$ cat src/rtl/dps_pkg.sv
// Package with the shared types, sizes and pattern table of the dangerous pattern scanner.
`timescale 1ns / 1ps
`default_nettype none

package dps_pkg;

    // Sizes of the byte history and the pattern set.
    localparam int HIST_DEPTH   = 16;
    localparam int NUM_PAT      = 12;
    localparam int IDX_W        = 4;
    localparam int BYTES_W      = 12;
    localparam int LEN_W        = 5;
    localparam int WINDOW_BYTES = 4096;

    // History of bytes; entry 0 is the newest byte.
    typedef logic [HIST_DEPTH-1:0][7:0] t_hist;

    // Pattern text, right-justified, so that byte 0 is the last character.
    // The leading 'i' of "import subprocess" does not fit the history and is dropped.
    localparam t_hist PAT_TEXT [NUM_PAT] = '{
        t_hist'("exec("),
        t_hist'("eval("),
        t_hist'("compile("),
        t_hist'("__reduce__"),
        t_hist'("__reduce\137ex__"),
        t_hist'("subprocess"),
        t_hist'("pty.spawn"),
        t_hist'("os.system"),
        t_hist'("import os"),
        t_hist'("mport subprocess"),
        t_hist'("pickle.loads"),
        t_hist'("marshal.loads")
    };

    // Number of history bytes compared for each pattern.
    localparam logic [LEN_W-1:0] PAT_LEN [NUM_PAT] = '{
        5'd5, 5'd5, 5'd8, 5'd10, 5'd13, 5'd10,
        5'd9, 5'd9, 5'd9, 5'd16, 5'd12, 5'd13
    };

endpackage

`default_nettype wire

$ cat src/rtl/dps_if.sv
// Valid/ready channel interfaces for the input bytes and the scan results.
`timescale 1ns / 1ps
`default_nettype none

interface dps_in_if;
    logic       valid;
    logic       ready;
    logic [7:0] data_byte;
    logic       end_of_data;

    modport source (output valid, output data_byte, output end_of_data, input ready);
    modport sink (input valid, input data_byte, input end_of_data, output ready);
endinterface

interface dps_out_if;
    logic        valid;
    logic        ready;
    logic        safe;
    logic [3:0]  pattern_index;
    logic [11:0] bytes_scanned;

    modport source (output valid, output safe, output pattern_index, output bytes_scanned,
                    input ready);
    modport sink (input valid, input safe, input pattern_index, input bytes_scanned,
                  output ready);
endinterface

`default_nettype wire

$ cat src/rtl/dps_matcher.sv
// Parallel comparison of the byte history against all dangerous patterns.
`timescale 1ns / 1ps
`default_nettype none

module dps_matcher
    import dps_pkg::*;
(
    input  wire t_hist              i_hist,
    output logic [NUM_PAT-1:0]      o_hit
);

    // Each pattern matches when its last bytes equal the newest history bytes.
    always_comb begin
        for (int p = 0; p < NUM_PAT; p++) begin
            o_hit[p] = 1'b1;
            for (int i = 0; i < HIST_DEPTH; i++) begin
                if ((LEN_W'(i) < PAT_LEN[p]) && (i_hist[i] != PAT_TEXT[p][i])) begin
                    o_hit[p] = 1'b0;
                end
            end
        end
    end

endmodule

`default_nettype wire

$ cat src/rtl/dangerous_pattern_scanner_unit.sv
// Top level of the dangerous pattern scanner: history, found mask and result register.
// Throughput: one byte transaction per cycle; input stalls only while a result is held off.
// The result is registered and appears in the cycle after the end-of-data byte is accepted.
// The pattern compare runs in parallel on the updated history in the same cycle.
// Reset (synchronous, active low) clears the history, found mask, count and output valid.
// After each result the scan state returns to its reset value for the next header.
`timescale 1ns / 1ps
`default_nettype none

module dangerous_pattern_scanner_unit
    import dps_pkg::*;
#(
    parameter int WINDOW_BYTES = dps_pkg::WINDOW_BYTES
)(
    input  wire        i_clk,
    input  wire        i_rst_n,
    dps_in_if.sink     i_in,
    dps_out_if.source  o_out
);

    localparam int CNT_W = $clog2(WINDOW_BYTES);
    localparam int EXT_W = CNT_W + BYTES_W;

    // Lowest index set in the found mask.
    function automatic logic [IDX_W-1:0] lowest_index(input logic [NUM_PAT-1:0] mask);
        logic [IDX_W-1:0] idx;
        idx = '0;
        for (int p = NUM_PAT - 1; p >= 0; p--) begin
            if (mask[p]) begin
                idx = IDX_W'(p);
            end
        end
        return idx;
    endfunction

    t_hist              r_hist;
    t_hist              n_hist;
    logic [NUM_PAT-1:0] r_found;
    logic [NUM_PAT-1:0] n_found;
    logic [NUM_PAT-1:0] hit;
    logic [CNT_W-1:0]   r_count;
    logic [CNT_W-1:0]   n_count;
    logic               r_zero_seen;
    logic               n_zero_seen;
    logic               r_out_valid;
    logic               r_safe;
    logic [IDX_W-1:0]   r_idx;
    logic [BYTES_W-1:0] r_bytes;
    logic [EXT_W-1:0]   count_ext;
    logic [BYTES_W-1:0] bytes_sat;
    logic               in_acc;
    logic               active;
    logic               take;

    // Input is taken whenever the result register is free or drains this cycle.
    assign i_in.ready = !r_out_valid || o_out.ready;
    assign in_acc     = i_in.valid && i_in.ready;

    // A byte is examined only before the first zero byte and inside the window.
    assign active = !r_zero_seen && (r_count < CNT_W'(WINDOW_BYTES - 1));
    assign take   = active && (i_in.data_byte != 8'd0);

    // Next scan state for the byte in this transaction.
    always_comb begin
        n_hist      = take ? {r_hist[HIST_DEPTH-2:0], i_in.data_byte} : r_hist;
        n_count     = take ? r_count + CNT_W'(1) : r_count;
        n_zero_seen = r_zero_seen || (active && (i_in.data_byte == 8'd0));
        n_found     = r_found | (take ? hit : '0);
    end

    dps_matcher u_matcher (
        .i_hist (n_hist),
        .o_hit  (hit)
    );

    // Reported byte count saturates at the width of the result field.
    assign count_ext = EXT_W'(n_count);
    assign bytes_sat = (count_ext > EXT_W'({BYTES_W{1'b1}})) ? {BYTES_W{1'b1}}
                                                            : count_ext[BYTES_W-1:0];

    // Scan state update; end of data returns the state to its reset value.
    always_ff @(posedge i_clk) begin
        if (!i_rst_n) begin
            r_hist      <= '0;
            r_found     <= '0;
            r_count     <= '0;
            r_zero_seen <= 1'b0;
        end else if (in_acc) begin
            if (i_in.end_of_data) begin
                r_hist      <= '0;
                r_found     <= '0;
                r_count     <= '0;
                r_zero_seen <= 1'b0;
            end else begin
                r_hist      <= n_hist;
                r_found     <= n_found;
                r_count     <= n_count;
                r_zero_seen <= n_zero_seen;
            end
        end
    end

    // Result valid flag.
    always_ff @(posedge i_clk) begin
        if (!i_rst_n) begin
            r_out_valid <= 1'b0;
        end else if (in_acc && i_in.end_of_data) begin
            r_out_valid <= 1'b1;
        end else if (o_out.ready) begin
            r_out_valid <= 1'b0;
        end
    end

    // Result payload, loaded on the end-of-data byte.
    always_ff @(posedge i_clk) begin
        if (in_acc && i_in.end_of_data) begin
            r_safe  <= (n_found == '0);
            r_idx   <= lowest_index(n_found);
            r_bytes <= bytes_sat;
        end
    end

    assign o_out.valid         = r_out_valid;
    assign o_out.safe          = r_safe;
    assign o_out.pattern_index = r_idx;
    assign o_out.bytes_scanned = r_bytes;

endmodule

`default_nettype wire
$ cat src/flat_wrapper.sv
// flat-port wrapper written by rule: the top's interface ports become plain ports
module dangerous_pattern_scanner_unit_flat import dps_pkg::*;
#(
    parameter int WINDOW_BYTES = dps_pkg::WINDOW_BYTES
)
  (i_clk, i_rst_n, i_in_valid, i_in_data_byte, i_in_end_of_data, i_in_ready, o_out_valid, o_out_safe, o_out_pattern_index, o_out_bytes_scanned, o_out_ready);
  dps_in_if i_in_i ();
  dps_out_if o_out_i ();
  input  wire i_clk;
  input  wire i_rst_n;
  input wire logic [$bits(i_in_i.valid)-1:0] i_in_valid;
  input wire logic [$bits(i_in_i.data_byte)-1:0] i_in_data_byte;
  input wire logic [$bits(i_in_i.end_of_data)-1:0] i_in_end_of_data;
  output wire logic [$bits(i_in_i.ready)-1:0] i_in_ready;
  output wire logic [$bits(o_out_i.valid)-1:0] o_out_valid;
  output wire logic [$bits(o_out_i.safe)-1:0] o_out_safe;
  output wire logic [$bits(o_out_i.pattern_index)-1:0] o_out_pattern_index;
  output wire logic [$bits(o_out_i.bytes_scanned)-1:0] o_out_bytes_scanned;
  input wire logic [$bits(o_out_i.ready)-1:0] o_out_ready;
  assign i_in_i.valid = i_in_valid;
  assign i_in_i.data_byte = i_in_data_byte;
  assign i_in_i.end_of_data = i_in_end_of_data;
  assign i_in_ready = i_in_i.ready;
  assign o_out_valid = o_out_i.valid;
  assign o_out_safe = o_out_i.safe;
  assign o_out_pattern_index = o_out_i.pattern_index;
  assign o_out_bytes_scanned = o_out_i.bytes_scanned;
  assign o_out_i.ready = o_out_ready;
  dangerous_pattern_scanner_unit #(.WINDOW_BYTES(WINDOW_BYTES)) u_core (.i_clk(i_clk), .i_rst_n(i_rst_n), .i_in(i_in_i), .o_out(o_out_i));
endmodule
$ cat config.mk
export PLATFORM = sky130hd
export DESIGN_NAME = dangerous_pattern_scanner_unit_flat
export DESIGN_NICKNAME = d
export VERILOG_FILES = /design/src/rtl/dps_pkg.sv /design/src/rtl/dps_if.sv /design/src/rtl/dps_matcher.sv /design/src/rtl/dangerous_pattern_scanner_unit.sv /design/src/flat_wrapper.sv
export SDC_FILE = /design/constraint.sdc
export NUM_CORES = 1
export LEC_CHECK = 0
export BUFFER_PORTS_ARGS = -buffer_cell sky130_fd_sc_hd__buf_2
export CAP_MARGIN = 20
export CORE_ASPECT_RATIO = 0.5
export CORE_UTILIZATION = 40
export CTS_CLUSTER_SIZE = 12
export DETAILED_ROUTE_END_ITERATION = 16
export HOLD_SLACK_MARGIN = 0.06
export PLACE_DENSITY_LB_ADDON = 0.05
export REMOVE_ABC_BUFFERS = 1
export SYNTH_ARGS = -nofsm -noshare
export SYNTH_HDL_FRONTEND = slang
export SYNTH_HIERARCHICAL = 1
export SYNTH_SLANG_ARGS = --single-unit
export TNS_END_PERCENT = 50
$ cat constraint.sdc
create_clock -name i_clk -period 5.2 [get_ports i_clk]
set_input_delay 0 -clock i_clk [delete_from_list [all_inputs] [get_ports i_clk]]
set_output_delay 0 -clock i_clk [all_outputs]
set_load 0.05 [all_outputs]
* After elaboration in Yosys (flattened, before gate mapping)
Cells that the tools add are included.
Operators by class: $add $sub $neg 1, bitwise gates (word level) 1, shifts and indexed selects 0, $lt $le $gt $ge 2, reduce and logical (&&, ||, !) cells 16, multiplexer cells 117, multipliers 0, divide/modulo/power cells 0, equal/unequal tests 85
Operators by type and width (number):
- 8-bit by 7-bit inequality test with 1-bit output (second input constant) | 80
- 128-bit 2-to-1 mux | 2
- 1-bit 2-to-1 mux | 101
- 12-bit 2-to-1 mux | 4
- 8-bit by 6-bit inequality test with 1-bit output (second input constant) | 5
- 4-bit 2-to-1 mux | 4
- 12-bit by 1-bit adder with 12-bit output (second input constant) | 1
- 12-bit greater-than comparator (second input constant) | 1
- 12-bit zero test | 1
- 12-bit < comparator (second input constant) | 1
- 3-bit 2-to-1 mux | 4
- 12-bit bitwise OR | 1
- 8-bit zero test | 1
- 8-bit nonzero test | 1
- 8-bit OR reduction | 1
- 1-bit logical AND | 5
- 2-bit 2-to-1 mux | 2
- 4-bit OR reduction | 1
- 1-bit zero test | 2
- 1-bit logical OR | 2
- 2-bit nonzero test | 1
- 2-bit OR reduction | 1
Storage, ports and cells: output and inout bits 19, memory bits (writable) 0, word-level logic and storage cells 248, input port bits 13, memories kept 0, memory bits (read-only) 0, bits in latches 0, register bits after elaboration 171

* Logic depth before layout (Yosys ltp)
depth after elaboration 34, depth in mapped cells 17, gate-level depth less buffers 13

* By module
The synthesis kept the hierarchy.
By module, submodules not included:
- dangerous_pattern_scanner_unit | area each 8091.5 um2, instances 1, cells each 790, seq. area each 3593.4 um2
- dps_matcher | area each 1255.0 um2, instances 1, cells each 181, seq. area each 0.0 um2

* Least setup slack after synthesis
No wires, ideal clock.
path kind register -> register, start reg u_core.r_count[0], end reg u_core.r_idx[0], in the netlist u_core/o_out.pattern_index[0] (data pin), stages on the path, launching flop included 17, arrival 4.203 ns, buffers on the path 3, clock period less this slack 4.362 ns, required time 5.041 ns, path slack 0.838 ns, library setup time 0.159 ns, path through dfxtp_1 -> ha_1 -> buf_2 -> and4_4 -> nand4_4 -> and2_1 -> buf_6 -> clkbuf_1 -> mux2_2 -> and4bb_1 -> nand4b_1 -> or4b_1 -> nor4_1 -> a31oi_1 -> a211o_1 -> a311o_1 -> a211oi_2
RTL lines:
- start, declared | line dangerous_pattern_scanner_unit.sv:41 | logic [CNT_W-1:0] r_count;
- start signal, assigned | line dangerous_pattern_scanner_unit.sv:97 | r_count <= n_count;
- end signal, assigned | line dangerous_pattern_scanner_unit.sv:118 | r_idx <= lowest_index(n_found);
- end, declared | line dangerous_pattern_scanner_unit.sv:47 | logic [IDX_W-1:0] r_idx;

==> impl_metrics.yaml <==
setup_path:
  cp.arrival_ps: 5100
  path_max_fanout: 24
  reg2reg_slack_ps: 410
  critical_path.cell_chain: "ha_1, and4_4, nand4_4, and2_4, buf_12, mux2_2, or3b_1, or4b_1, nor4_1, buf_4, o21ai_0, a2111oi_0, a31o_1"
  cp.required_ps: 5510
  reg2reg_to: "u_core/o_out.pattern_index[1]$_SDFFCE_PP0P_"
  slowest_delay_ps: 540
  rr_worst_depth: 13
  startpoint_type: "flop"
  worstSetupPathType: "flop to flop"
  r2r-start: "u_core/r_count[0]$_SDFFE_PN0P_"
  critPathSlowestCell: "nor4_1"
  end_kind: "flop"
logic_synthesis:
  synth_area_per_cell_sq_um: 9.63
  ys.flop_type: "dfxtp_1"
  async_flop_share_pct: 0
  synth_seq_cells: 171
  seq_area_frac_synth_pct: 38.4
  synth_edf_count: 17
  synth_cells: 971
  synth.top_cell.area_share_pct: 33.0
  ys_top_cells_by_area: "dfxtp_1 (33%), mux2_2 (16%), a22oi_1 (10%)"
  syn-cell-area_sq_um: 9350
  synth_most_common_cell: "dfxtp_1"
  synth_common_cells: "dfxtp_1 (154), nor2b_1 (134), a22oi_1 (130)"
  ys_types: 59
  ys_warn_count: 6
  synth_top_area_cell: "dfxtp_1"
place:
  routabilityCongestion: 0.961
  portBuffers: 31
  dp_hpwl_um: 19100
finish:
  diodes: 0
  syn2layout_area_growth_pct: 13.8
  nNetsFinal: 1013
  finalCoreUtilization_pct: 46.5
  drive_gt1_share_pct: 23.2
route:
  ant_nets: 0
  num_vias: 7722
  firstDrtPassIters: 7
  post_drt_via_cell_ratio: 5.86
  wl_um: 27900
  drt_iter0_markers: 717
  wl_per_cell_um: 21.1
  drc: 0
die:
  die_x_um: 218
  die_h_um: 110
  die-area_sq_um: 24000
  ios: 32
  rows: 39
  start_util_pct: 40.8
  core_sq_um: 22900
timing:
  slew_headroom_pct: 37.2
  period_share_pct: 92.1
  finalHoldViolations: 0
  setup_tns_ps: 0
  fmax_mhz: 209
  fin_worst_skew_ps: 7.94
  rsz0062_at_grt: "no"
  worstMarginPinSlew_ps: 942
  maxSlewViolCount: 0
  setup_viol: 0
  min_period_ps: 4790
worst_hold_path:
  min_path_type: "input port to flop"
  whs_endpoint: "u_core/r_count[2]$_SDFFE_PN0P_"
  hold_start: "i_in_end_of_data"
  hold_depth: 4
pwr:
  power_density_nw_per_um2: 264
  vdd_ir_drop_max_mv: 0.213
  p_leak_nw: 3.54
global_route:
  grt_antenna_before_repair: 0
  grt-ovfl-total: 0
  gr-max-usage-layer: "met2"
  grtUsageTotal_pct: 23.4
  grt_use_met3_pct: 5.60
  grt_use_met1_pct: 32.2
  grt_pass1_vias: 7190
  grt_max_degree: 137
  grt_pass1_wl_um: 42500
  grt_util_met2_pct: 35.8
cts:
  cts_buffers: 17
  clk_latency_ps: 450
  cts_buffer_depth: 2
  clock_sinks: 171
  cts_tree: "built"
  h-tree-depth: 4
  postCtsSetupBuffers: 0
  root_buffer: "clkbuf_16"
  path_clk_slew_ps: 60
run_status:
  status: "finished clean"
job:
  cap_violations: 0
## per-layer routing
layer	up-vias	wire length (um)
met5	-	83
met1	3777	14100
met2	174	12000
li1	3743	-
met4	2	374
met3	26	1360
## worst max-delay path: cells and delay by family, from the launching register on
family | cells | cell delay (ps)
simple gates | 6 | 2320
compound gates | 3 | 720
buf+inv | 2 | 470
flops | 1 | 420
mux | 1 | 360
fa+ha+maj | 1 | 340
## state kept, by name, summed over array words and instances, names as in the netlist
register                    flops
u_core/r_zero_seen              1
u_core/r_found                 12
u_core/r_hist                 128
u_core/o_out.bytes_scanned     12
u_core/o_out.safe               1
u_core/o_out.pattern_index      4
u_core/o_out.valid              1
u_core/r_count                 12
## cells by family (layout without fill, tap and decap cells)
logic type	Yosys count	in the layout	synth area share, %
adders and majority gates	1	1	0.134
AOI/OAI and AO/OA	192	192	14.6
muxes	129	129	15.5
buffers and inverters	70	109	3.08
xor gates and xnor gates	11	11	1.03
DFF	171	171	38.4
and+or+nand+nor	397	398	27.2
## repair_timing
item | 4_1_cts | 5_1_grt
hold endpoints to repair | 11 | 0
resized for setup | 0 | 0
endpoints found under the setup margin | 0 | 1
hold buffers | 10 | 0
## layout by cell type (no fill, tap or decap), types with 17 or more instances in the layout
cell and n:
a21oi_1 25, a22oi_1 130, buf_2 30, buf_4 30, clkbuf_16 19, dfxtp_1 154
edfxtp_1 17, mux2_2 129, nand2_1 36, nand4_1 20, nor2_1 35, nor2b_1 134
nor4_1 37
## stage by stage
stage	std cells	power (mW)	hold WS [ps]	setup WS [ps]	area, sq um
global route	1318	2.91	110	114	10600
finish	1318	2.81	93.1	412	10600
global placement	1276	1.53	269	299	9930
CTS	1317	2.84	60.3	290	10600
detailed placement	1276	1.53	271	305	9930
floorplan	905	1.47	128	-3090	9070
## worst max-delay path by stage
stage,startpoint,end,slack [ps],cells after the start
finish,u_core/r_count[0]$_SDFFE_PN0P_,u_core/o_out.pattern_index[1]$_SDFFCE_PP0P_,410,13
global placement,u_core/r_count[0]$_SDFFE_PN0P_,u_core/o_out.pattern_index[1]$_SDFFCE_PP0P_,300,13
CTS,u_core/r_count[0]$_SDFFE_PN0P_,u_core/o_out.pattern_index[1]$_SDFFCE_PP0P_,290,13
floorplan,u_core/o_out.valid$_SDFFE_PN0P_,u_core/r_hist[0]$_SDFFE_PN0P_,-3090,5
global route,u_core/r_count[0]$_SDFFE_PN0P_,u_core/o_out.pattern_index[0]$_SDFFCE_PP0P_,110,15
detailed placement,u_core/r_count[0]$_SDFFE_PN0P_,u_core/o_out.pattern_index[1]$_SDFFCE_PP0P_,300,13
## area by class of cell
| class | instances | area, sq um |
|---|---|---|
| Sequential cell | 171 | 3590 |
| Multi-Input combinational cell | 731 | 5490 |
| Inverter | 4 | 15.0 |
| Tap cell | 307 | 384 |
| Clock inverter | 5 | 52.6 |
| Timing Repair Buffer | 74 | 556 |
| Clock buffer | 26 | 542 |
| Fill cell | 2175 | 12300 |
## power by group
group          total, mW  switching [mW]  internal [mW]
clock               1.30           0.538          0.763
sequential          1.34         0.00460           1.34
combinational      0.163           0.116         0.0476
No activity file was read; power rests on OpenSTA's default activity.
